**config.mk**
```make
export PLATFORM = sky130hd
export DESIGN_NAME = ggg_mul
export DESIGN_NICKNAME = d
export VERILOG_FILES = /design/src/hdl/assert_macros.svh /design/src/hdl/ggg_pkg.sv /design/src/hdl/ggg_mul.sv
export SDC_FILE = /design/constraint.sdc
export NUM_CORES = 2
export LEC_CHECK = 0
export ABC_CLOCK_PERIOD_IN_PS = 6400
export BUFFER_PORTS_ARGS = -buffer_cell sky130_fd_sc_hd__clkbuf_2
export CAP_MARGIN = 25
export CELL_PAD_IN_SITES_DETAIL_PLACEMENT = 1
export CELL_PAD_IN_SITES_GLOBAL_PLACEMENT = 2
export CORE_ASPECT_RATIO = 0.75
export CORE_MARGIN = 2
export CORE_UTILIZATION = 38
export CTS_CLUSTER_DIAMETER = 60
export DETAILED_ROUTE_END_ITERATION = 8
export GPL_ROUTABILITY_DRIVEN = 0
export PLACE_DENSITY = 0.91
export SYNTH_ARGS = -nofsm -noshare
export SYNTH_HDL_FRONTEND = slang
export SYNTH_SLANG_ARGS = --single-unit
```
**constraint.sdc**
```tcl
create_clock -name clk -period 6.4 [get_ports clk]
set_input_delay 0.32 -clock clk [delete_from_list [all_inputs] [get_ports clk]]
set_output_delay 0.32 -clock clk [all_outputs]
set_load 0.02 [all_outputs]
```
**src/hdl/assert_macros.svh**
```systemverilog
// assertion macros for the grain generator rtl
// no dependencies; define ASSERT_OFF to compile them out
`ifndef ASSERT_MACROS_SVH
`define ASSERT_MACROS_SVH
`ifndef ASSERT_OFF
`define ASSERT_IMPL(lbl, clk, rstn, ante, cons) \
    lbl: assert property (@(posedge clk) disable iff (!rstn) (ante) |-> (cons)) \
        else $error("assertion failed");
`define ASSERT_NEXT(lbl, clk, rstn, ante, cons) \
    lbl: assert property (@(posedge clk) disable iff (!rstn) (ante) |=> (cons)) \
        else $error("assertion failed");
`else
`define ASSERT_IMPL(lbl, clk, rstn, ante, cons)
`define ASSERT_NEXT(lbl, clk, rstn, ante, cons)
`endif
`endif

```
**src/hdl/ggg_pkg.sv**
```systemverilog
// constants, types and sine table for the grain generator
// no dependencies
`timescale 1ns / 1ps
`default_nettype none
package ggg_pkg;
    localparam int BUFFER_DEPTH = 16384;
    localparam int BUF_AW       = $clog2(BUFFER_DEPTH);
    localparam int BUF_LW       = BUF_AW + 1;
    localparam int SINE_Q       = 256;
    localparam int SINE_AW      = $clog2(SINE_Q) + 2;
    localparam int POS_W        = 48;
    localparam int LEN_W        = 17;
    localparam int DIV_NW       = LEN_W + SINE_AW - 1;
    localparam int DIV_DW       = LEN_W;
    localparam int MUL_W        = 32;
    localparam logic [MUL_W-1:0] LEN_MUL   = 32'd441;
    localparam logic [MUL_W-1:0] RECIP_10  = 32'hCCCC_CCCD;
    localparam int               RECIP_SH  = 35;

    typedef enum logic [2:0] {
        CFG_GRAIN_START   = 3'd0,
        CFG_LENGTH_MS     = 3'd1,
        CFG_CARRIER_STEP  = 3'd2,
        CFG_AMPLITUDE     = 3'd3,
        CFG_START_PHASE   = 3'd4,
        CFG_BUFFER_LENGTH = 3'd5,
        CFG_READ_CENTER   = 3'd6
    } cfg_idx_t;

    typedef enum logic [3:0] {
        ST_IDLE, ST_LEN0, ST_LEN1, ST_LEN2, ST_CHECK, ST_WIN_WAIT,
        ST_PH0, ST_PH1, ST_MOD0, ST_MOD1, ST_MEM, ST_MEMD,
        ST_GAIN, ST_GAIN1, ST_PROD, ST_OUT
    } state_t;

    typedef logic [15:0] qtab_t [0:SINE_Q];

    function automatic qtab_t build_qtab();
        qtab_t tab;
        longint unsigned t, u, p, v, q;
        for (int k = 0; k <= SINE_Q; k++)
        begin
            t = (longint'(k) << 30) / SINE_Q;
            u = (t * t) >> 30;
            p = 61;
            p = 3864 - ((p * u) >> 30);
            p = 172273 - ((p * u) >> 30);
            p = 5026990 - ((p * u) >> 30);
            p = 85569306 - ((p * u) >> 30);
            p = 693598669 - ((p * u) >> 30);
            p = 1686629713 - ((p * u) >> 30);
            v = (p * t) >> 30;
            q = (v + 16384) >> 15;
            tab[k] = (q > 32767) ? 16'd32767 : q[15:0];
        end
        return tab;
    endfunction

    localparam qtab_t QTAB = build_qtab();

    function automatic logic signed [15:0] full_sine(input logic [SINE_AW-1:0] idx);
        logic [1:0]           quad;
        logic [SINE_AW-3:0]   r;
        logic [15:0]          v;
        quad = idx[SINE_AW-1 -: 2];
        r    = idx[SINE_AW-3:0];
        if (quad[0])
            v = QTAB[SINE_Q - int'(r)];
        else
            v = QTAB[r];
        return quad[1] ? -$signed(v) : $signed(v);
    endfunction
endpackage
`default_nettype wire

```
**src/hdl/ggg_mul.sv**
```systemverilog
// shared 32x32 unsigned multiplier with registered product
// uses ggg_pkg
`timescale 1ns / 1ps
`default_nettype none
module ggg_mul (
    input  wire logic                          clk,
    input  wire logic [ggg_pkg::MUL_W-1:0]     a,
    input  wire logic [ggg_pkg::MUL_W-1:0]     b,
    output logic      [2*ggg_pkg::MUL_W-1:0]   p
);
    import ggg_pkg::*;
    logic [2*MUL_W-1:0] p_reg;

    always_ff @(posedge clk)
    begin
        p_reg <= a * b;
    end

    assign p = p_reg;
endmodule
`default_nettype wire

```
==> results.toml <==
[floorplan]
die_w_um = 352.8
die_height_um = 265.6
initial_core_util_pct = 38.54
rows = 95
ios = 129
die_area_sq_um = 93710
coreArea_sq_um = 89980

[finish]
multi_input_area_sq_um = 30890
fillers = 10120
area.sequential_sq_um = 1281
drive_gt1_share_pct = 24.06
fin_nets = 5401
fin_util_pct = 48.01
antenna_cells = 0
largest_reg_flops = 64
area_growth_pct = 24.57

[routing]
drc = 0
viasPerCell = 5.438
ant_nets = 0
initialDrtViolationCount = 2421
routedWlPerCell_um = 26.53
wl_um = 143100
vias = 29340
detailedRoute.firstPassIterationCount = 6

[logic_synthesis]
yosys_register_bits = 64
synth_top_area_share_pct = 51.73
syn_avg_cell_area_sq_um = 9.252
synth_area_leaders = "fa_1, and2_1, ha_1, inv_1, nand2_1"
syn-cell-area_sq_um = 34680
synth_seq_area_share_pct = 3.695
synth_area_leader_cell = "fa_1"
ys_warn_count = 0
ys.flop_type = "dfxtp_1"
synthTopCellsByCount = "fa_1, inv_1, and2_1"
synth_edf_count = 0
syn_nets = 4972
synth.most_common_cell = "fa_1"
synthArstFlopShare_pct = 0
syn_inst = 3748
synthDistinctLibCells = 57

[timing]
max_freq_ghz = 0.1353
fin_crit_ns = 7.392
hold_viol_final = 0
final_max_slew_viol_count = 0
slew_headroom_pct = 53.33
post-route-period-util_pct = 115.5
setup_violations = 45
rsz0062_at_grt = "true"
setup_ws_ns = -0.9916
worstMarginPinSlew_ns = 0.6950

[critical_path]
critPathArrivalTime_ns = 7.68
critPathCaptureType = "register"
critPathRequiredTime_ns = 6.68
critical_path_class = "input port to register"
cp_max_fo = 6
start_kind = "input port"

[cts]
clk_pin_slew_ns = 0.07
cts_hold_buf = 0
cts_root_buf = "clkbuf_16"
cts_buffers = 9
cts_htree_levels = 3
cts_tree = "built"
cts_sinks = 64
ctsLongestPathBuffers = 2

[place]
hpwl_um = 107100
io_buffers = 128
place_ws_ns = -1.393

[global_routing]
grt_use_met1_pct = 40.52
grt_pass1_vias = 32290
grt_use_total_pct = 28.12
grt-ovfl-total = 0
busiest_layer = "met2"
use_met3_pct = 6.264
use_met2_pct = 43.23
grt_max_degree = 25
antenna_found_initial = 4
grt_pass1_wl_um = 200400

[min_path]
hold_path.class = "input port to register"

[flow_run]
drv_cap = 0

[outcome]
violations = "negative setup slack"
run_status = "finished, violations left"
-- final timing paths --
kind,start,endpoint,slack (ns),depth (start not counted)
max,a[14],p[61]$_DFF_P_,-0.99,24
min,a[0],p[0]$_DFF_P_,0.55,4
-- per-layer routing --
layer  vias up  share of wire (%)
met1     15330                 40
met3       508                 11
met2      1814                 44
li1      11690                  -
met5         -             0.0091
met4         2                4.4
-- what timing repair did --
action	in CTS	in global routing
pin swaps	123	222
buffers inserted	17	38
cloned	4	7
gates resized for setup	272	304
endpoints found under the setup margin	42	44
-- final cells by class --
cell class              count  area share, %
flip-flops and latches     64          2.966
inverters                 865          7.517
clock inverters             7         0.2201
repair buffers            638          13.74
clock buffers               9         0.5214
well taps                1212          3.511
multi-input cells        2599          71.52
-- kinds of logic (layout without fill, tap and decap cells) --
logic type / Yosys count / in the layout / share of synthesized area [%]
AO/OA/AOI/OAI: 202 / 202 / 4.153
XOR/XNOR: 60 / 60 / 1.515
adder cells (fa/ha/maj): 1159 / 1159 / 61.22
buffers and inverters: 1085 / 1519 / 11.77
flip-flops: 64 / 64 / 3.695
multiplexers: 1 / 1 / 0.02887
AND/OR/NAND/NOR: 1177 / 1177 / 17.62
-- cells in the final DEF, fill, tap and decap left out, drive strengths merged, types with 26 or more instances in the layout --
cell type  count
dfxtp         64
a21oi         66
clkbuf       120
buf          527
xnor2         35
nand2        480
ha           263
o21ai         26
a21o          40
inv          866
and2         602
fa           896
-- metrics by stage --
stage / cells / hold WS (ns) / area, sq um / setup TNS, ns
global placement: 5316 / 0.7357 / 40000 / -35.28
detailed placement: 5316 / 0.7352 / 40000 / -41.15
CTS: 5351 / 0.5276 / 41720 / -12.80
finish: 5394 / 0.5481 / 43200 / -28.53
global route: 5394 / 0.5646 / 43200 / -32.20
floorplan: 3748 / 0.4473 / 35130 / -5.065
-- worst max-delay path: stages --
cell	delay, ns
clkbuf_16	0.15
buf_12	0.15
buf_6	0.11
and2_4	0.15
fa_1	0.47
fa_1	0.73
inv_2	0.11
fa_2	0.44
fa_1	0.58
inv_2	0.05
fa_2	0.65
fa_1	0.46
fa_2	0.60
fa_1	0.52
ha_4	0.34
buf_6	0.13
nand4_1	0.18
or2_4	0.31
o31ai_4	0.35
a221oi_4	0.15
o31ai_4	0.25
buf_12	0.18
nand4_1	0.10
nor3b_2	0.18
Power is not shown: default switching activity piles up to over one toggle a cycle in this logic, so the estimate is an artifact.
