$ cat src/hdl/assert_macros.svh
// assertion macros for the grain generator rtl
// no dependencies; define ASSERT_OFF to compile them out
`ifndef ASSERT_MACROS_SVH
`define ASSERT_MACROS_SVH
`ifndef ASSERT_OFF
`define ASSERT_IMPL(lbl, clk, rstn, ante, cons) \
    lbl: assert property (@(posedge clk) disable iff (!rstn) (ante) |-> (cons)) \
        else $error("assertion failed");
`define ASSERT_NEXT(lbl, clk, rstn, ante, cons) \
    lbl: assert property (@(posedge clk) disable iff (!rstn) (ante) |=> (cons)) \
        else $error("assertion failed");
`else
`define ASSERT_IMPL(lbl, clk, rstn, ante, cons)
`define ASSERT_NEXT(lbl, clk, rstn, ante, cons)
`endif
`endif

$ cat src/hdl/ggg_pkg.sv
// constants, types and sine table for the grain generator
// no dependencies
`timescale 1ns / 1ps
`default_nettype none
package ggg_pkg;
    localparam int BUFFER_DEPTH = 16384;
    localparam int BUF_AW       = $clog2(BUFFER_DEPTH);
    localparam int BUF_LW       = BUF_AW + 1;
    localparam int SINE_Q       = 256;
    localparam int SINE_AW      = $clog2(SINE_Q) + 2;
    localparam int POS_W        = 48;
    localparam int LEN_W        = 17;
    localparam int DIV_NW       = LEN_W + SINE_AW - 1;
    localparam int DIV_DW       = LEN_W;
    localparam int MUL_W        = 32;
    localparam logic [MUL_W-1:0] LEN_MUL   = 32'd441;
    localparam logic [MUL_W-1:0] RECIP_10  = 32'hCCCC_CCCD;
    localparam int               RECIP_SH  = 35;

    typedef enum logic [2:0] {
        CFG_GRAIN_START   = 3'd0,
        CFG_LENGTH_MS     = 3'd1,
        CFG_CARRIER_STEP  = 3'd2,
        CFG_AMPLITUDE     = 3'd3,
        CFG_START_PHASE   = 3'd4,
        CFG_BUFFER_LENGTH = 3'd5,
        CFG_READ_CENTER   = 3'd6
    } cfg_idx_t;

    typedef enum logic [3:0] {
        ST_IDLE, ST_LEN0, ST_LEN1, ST_LEN2, ST_CHECK, ST_WIN_WAIT,
        ST_PH0, ST_PH1, ST_MOD0, ST_MOD1, ST_MEM, ST_MEMD,
        ST_GAIN, ST_GAIN1, ST_PROD, ST_OUT
    } state_t;

    typedef logic [15:0] qtab_t [0:SINE_Q];

    function automatic qtab_t build_qtab();
        qtab_t tab;
        longint unsigned t, u, p, v, q;
        for (int k = 0; k <= SINE_Q; k++)
        begin
            t = (longint'(k) << 30) / SINE_Q;
            u = (t * t) >> 30;
            p = 61;
            p = 3864 - ((p * u) >> 30);
            p = 172273 - ((p * u) >> 30);
            p = 5026990 - ((p * u) >> 30);
            p = 85569306 - ((p * u) >> 30);
            p = 693598669 - ((p * u) >> 30);
            p = 1686629713 - ((p * u) >> 30);
            v = (p * t) >> 30;
            q = (v + 16384) >> 15;
            tab[k] = (q > 32767) ? 16'd32767 : q[15:0];
        end
        return tab;
    endfunction

    localparam qtab_t QTAB = build_qtab();

    function automatic logic signed [15:0] full_sine(input logic [SINE_AW-1:0] idx);
        logic [1:0]           quad;
        logic [SINE_AW-3:0]   r;
        logic [15:0]          v;
        quad = idx[SINE_AW-1 -: 2];
        r    = idx[SINE_AW-3:0];
        if (quad[0])
            v = QTAB[SINE_Q - int'(r)];
        else
            v = QTAB[r];
        return quad[1] ? -$signed(v) : $signed(v);
    endfunction
endpackage
`default_nettype wire

$ cat src/hdl/ggg_div.sv
// restoring divider, one quotient bit per cycle
// uses ggg_pkg
`timescale 1ns / 1ps
`default_nettype none
module ggg_div (
    input  wire logic                         clk,
    input  wire logic                         rst_n,
    input  wire logic                         start,
    input  wire logic [ggg_pkg::DIV_NW-1:0]   dividend,
    input  wire logic [ggg_pkg::DIV_DW-1:0]   divisor,
    output logic                              done,
    output logic      [ggg_pkg::DIV_NW-1:0]   quotient,
    output logic      [ggg_pkg::DIV_DW-1:0]   remainder
);
    import ggg_pkg::*;
    localparam int CNT_W = $clog2(DIV_NW + 1);

    logic [DIV_DW-1:0] rem_reg, rem_next;
    logic [DIV_NW-1:0] quo_reg, quo_next;
    logic [DIV_DW-1:0] dvs_reg;
    logic [CNT_W-1:0]  cnt_reg, cnt_next;
    logic              busy_reg, busy_next;
    logic              done_reg, done_next;
    logic [DIV_DW:0]   shifted;
    logic [DIV_DW+1:0] trial;

    always_comb
    begin
        shifted   = {rem_reg, quo_reg[DIV_NW-1]};
        trial     = {1'b0, shifted} - {2'b00, dvs_reg};
        rem_next  = rem_reg;
        quo_next  = quo_reg;
        cnt_next  = cnt_reg;
        busy_next = busy_reg;
        done_next = 1'b0;
        if (start)
        begin
            rem_next  = '0;
            quo_next  = dividend;
            cnt_next  = '0;
            busy_next = 1'b1;
        end
        else if (busy_reg)
        begin
            rem_next = trial[DIV_DW+1] ? shifted[DIV_DW-1:0] : trial[DIV_DW-1:0];
            quo_next = {quo_reg[DIV_NW-2:0], ~trial[DIV_DW+1]};
            cnt_next = cnt_reg + 1'b1;
            if (cnt_reg == CNT_W'(DIV_NW - 1))
            begin
                busy_next = 1'b0;
                done_next = 1'b1;
            end
        end
    end

    always_ff @(posedge clk or negedge rst_n)
    begin
        if (!rst_n)
        begin
            busy_reg <= 1'b0;
            done_reg <= 1'b0;
            cnt_reg  <= '0;
        end
        else
        begin
            busy_reg <= busy_next;
            done_reg <= done_next;
            cnt_reg  <= cnt_next;
        end
    end

    always_ff @(posedge clk)
    begin
        rem_reg <= rem_next;
        quo_reg <= quo_next;
        if (start)
            dvs_reg <= divisor;
    end

    assign done      = done_reg;
    assign quotient  = quo_reg;
    assign remainder = rem_reg;
endmodule
`default_nettype wire

$ cat config.mk
export PLATFORM = sky130hd
export DESIGN_NAME = ggg_div
export DESIGN_NICKNAME = d
export VERILOG_FILES = /design/src/hdl/assert_macros.svh /design/src/hdl/ggg_pkg.sv /design/src/hdl/ggg_div.sv
export SDC_FILE = /design/constraint.sdc
export NUM_CORES = 1
export LEC_CHECK = 0
export BUFFER_PORTS_ARGS = -buffer_cell sky130_fd_sc_hd__buf_4
export CAP_MARGIN = 25
export CORE_UTILIZATION = 45
export CTS_BUF_LIST = sky130_fd_sc_hd__clkbuf_2
export CTS_CLUSTER_DIAMETER = 40
export DETAILED_ROUTE_END_ITERATION = 8
export HOLD_SLACK_MARGIN = 0.08
export PLACE_DENSITY = 0.69
export SLEW_MARGIN = 15
export SYNTH_ARGS = -nofsm -noshare
export SYNTH_HDL_FRONTEND = slang
export SYNTH_SLANG_ARGS = --single-unit
$ cat constraint.sdc
create_clock -name clk -period 6.5 [get_ports clk]
set_input_delay 0.65 -clock clk [delete_from_list [all_inputs] [get_ports clk]]
set_output_delay 0.65 -clock clk [all_outputs]
set_load 0.01 [all_outputs]
==> out/metrics.csv <==
metric;value;unit
status;finished, final reports clean;
register area share after synthesis;0.513;
number of port buffers;89;
worst-path maximum fanout;15;
critical setup path kind;flip-flop to flip-flop;
drt drc;0;
synth warn;0;
share of synthesized flip-flops with an asynchronous set or reset;0.104;
H-tree levels;3;
top_reg_cell synth;edfxtp_1;
post-synth top area share;0.367;
RePlAce Congestion;0.880;
worst-skew pair later-pin latency;0.50;ns
worst hold path class;input port to flip-flop;
minimum clock period;3.13;ns
f_max;0.320;GHz
via count;2692;
Syn Area/Cell;11.4;um2
skew final;0.0224;ns
# clock sinks;67;
core footprint;7410;um2
crit path DAT;3.53;ns
clock-pin slew on the worst setup and hold paths;0.20;ns
Distinct cells, synth;51;
top cells by count, synth;edfxtp_1 (43), nor2_1 (30), mux2_2 (27);
number of max-cap violations;0;
# diodes;0;
share of cells above drive strength 1;0.329;
Max-slew headroom;0.482;
period utilization;0.482;
Initial DRC Count;81;
deepest clock path buffer count;2;
worst r2r path cells;11;
Post-Syn Instances;309;
Leak;1.95;nW
Total Negative Setup Slacks;0;ns
Post-CTS Setup Bufs;0;
Hold Path Depth;1;
post-cts sizing count;0;
Final Hold Fails;0;
clock tree from TritonCTS;yes;
largest net degree at the start of global routing;64;
largest cells by area after synthesis;edfxtp_1 (37%), dfxtp_1 (9.7%), mux2_2 (8.6%);
Die ar.;8180;um2
most frequent cell after synthesis;edfxtp_1;
initial antenna violation count;0;
vias in the first global route;2689;
routed vias/inst;5.32;
Die Y;90.5;um
Slew @ Worst Pin;0.777;ns
Peak VDD IR;0.118;mV
First-pass DRT Iterations;4;
Die Width;90.5;um
WL/cell;15.1;um
CP required;6.90;ns
CTS Root Cell;clkbuf_2;
total grt overflow;0;
setup repair after global routing missed its margin;no;
Post-DP HPWL;5420;um
Final nets;468;
CP Launch Type;flip-flop;
syn_nets;375;
gr usage total;0.192;
total routed wirelength;7630;um
post-synth top area cell;edfxtp_1;
Ports;90;
Setup crit end kind;flip-flop;
remaining antenna violation count after routing;0;
first-pass GRT wire length;12600;um
Synth-to-Final Area Change;25.7;%
number of flops mapped to enable cells by yosys;43;
Synth Register Bits;67;
Largest register FFs;26;
total CTS buffers;9;
Tot Pwr;1.56;mW
# rows;31;
initial core utilization;0.475;
cell area after synthesis;3520;um2
max-slew violations;0;
final setup vio count;0;
Power Density;353;nW/um2
## power by group
| part | switching (mW) | leakage, nW | total, mW | internal (mW) |
|---|---|---|---|---|
| Clock | 0.152 | 0.0691 | 0.239 | 0.0872 |
| Sequential | 0.0712 | 0.672 | 0.606 | 0.535 |
| Combinational | 0.367 | 1.20 | 0.716 | 0.349 |
## final timing paths
| check | startpoint | end | slack (ns) |
|---|---|---|---|
| setup reg to reg | quotient[25]$_DFFE_PP_ | remainder[8]$_SDFFE_PP0P_ | 3.37 |
| min in group asynchronous | rst_n | cnt_reg[1]$_DFFE_PN0P_ | 0.49 |
| setup / recovery | quotient[25]$_DFFE_PP_ | remainder[8]$_SDFFE_PP0P_ | 3.37 |
| max in group asynchronous | rst_n | done$_DFF_PN0_ | 5.89 |
| hold reg to reg | remainder[16]$_SDFFE_PP0P_ | remainder[16]$_SDFFE_PP0P_ | 0.50 |
| hold / removal | divisor[10] | dvs_reg[10]$_DFFE_PP_ | 0.31 |
## through the flow
step | setup slack, ns | area [um2] | instances | utilization | hold WS [ns]
3_5_place_dp | 3.40 | 4280 | 488 | 0.578 | 0.468
3_3_place_gp | 3.46 | 4270 | 487 | 0.576 | 0.465
4_1_cts | 3.34 | 4400 | 505 | 0.594 | 0.263
2_1_floorplan | 3.57 | 3520 | 309 | - | 0.354
6_report | 3.37 | 4430 | 506 | 0.598 | 0.309
5_1_grt | 3.08 | 4430 | 506 | 0.598 | 0.262
## repair_timing
action / CTS / global route
endpoints found under the hold margin: 7 / 0
hold buffers: 1 / 0
endpoints found under the setup margin: 0 / 0
## layout make-up
class	instances	area, um2
Fill cell	647	2980
Sequential cell	67	1810
Timing Repair Buffer	92	721
Clock buffer	10	50.0
Inverter	23	86.3
Clock inverter	6	56.3
Multi-Input combinational cell	209	1580
Tap cell	99	124
## worst max-delay path, stage by stage (launching register included)
cell and delay (ns):
edfxtp_1 0.38, inv_1 0.05, ha_1 0.20, inv_1 0.06, fa_1 0.20, a21oi_1 0.09
nand4b_1 0.27, a211o_1 0.35, a211o_1 0.33, nand2_1 0.55, o311ai_0 0.26, a311oi_1 0.29
## metal layers
metal  global-route usage  up-vias  part of all wire
met1                0.247     1243              0.46
met5                    0        -                 0
met3               0.0682       11             0.088
li1                     -     1338                 -
met4               0.0860        0             0.016
met2                0.289      100              0.43
## placed cells by master (no fill, tap or decap), drive strengths merged, types with 4 or more instances in the layout
cell    count
nor2       30
o21ai       8
edfxtp     43
clkinv      4
nand2      15
mux2       27
clkbuf     10
ha         19
mux2i       8
dfxtp      17
o21a        6
a21oi      13
a211oi     11
nand3       4
nor2b       6
inv        23
xor2        4
dfrtp       7
o31ai       5
buf        91
a21o        5
xnor2       7
## logic make-up (layout without fill, tap and decap cells)
logic type,count (synthesis),after routing,synth area share
multiplexers,35,35,0.109
AND/OR/NAND/NOR,71,71,0.0941
adder cells (fa/ha/maj),20,20,0.0732
flip-flops,67,67,0.513
buffers and inverters,33,131,0.0377
AO/OA/AOI/OAI,72,72,0.146
XOR/XNOR,11,11,0.0274
No activity file was read; power rests on OpenSTA's default activity.
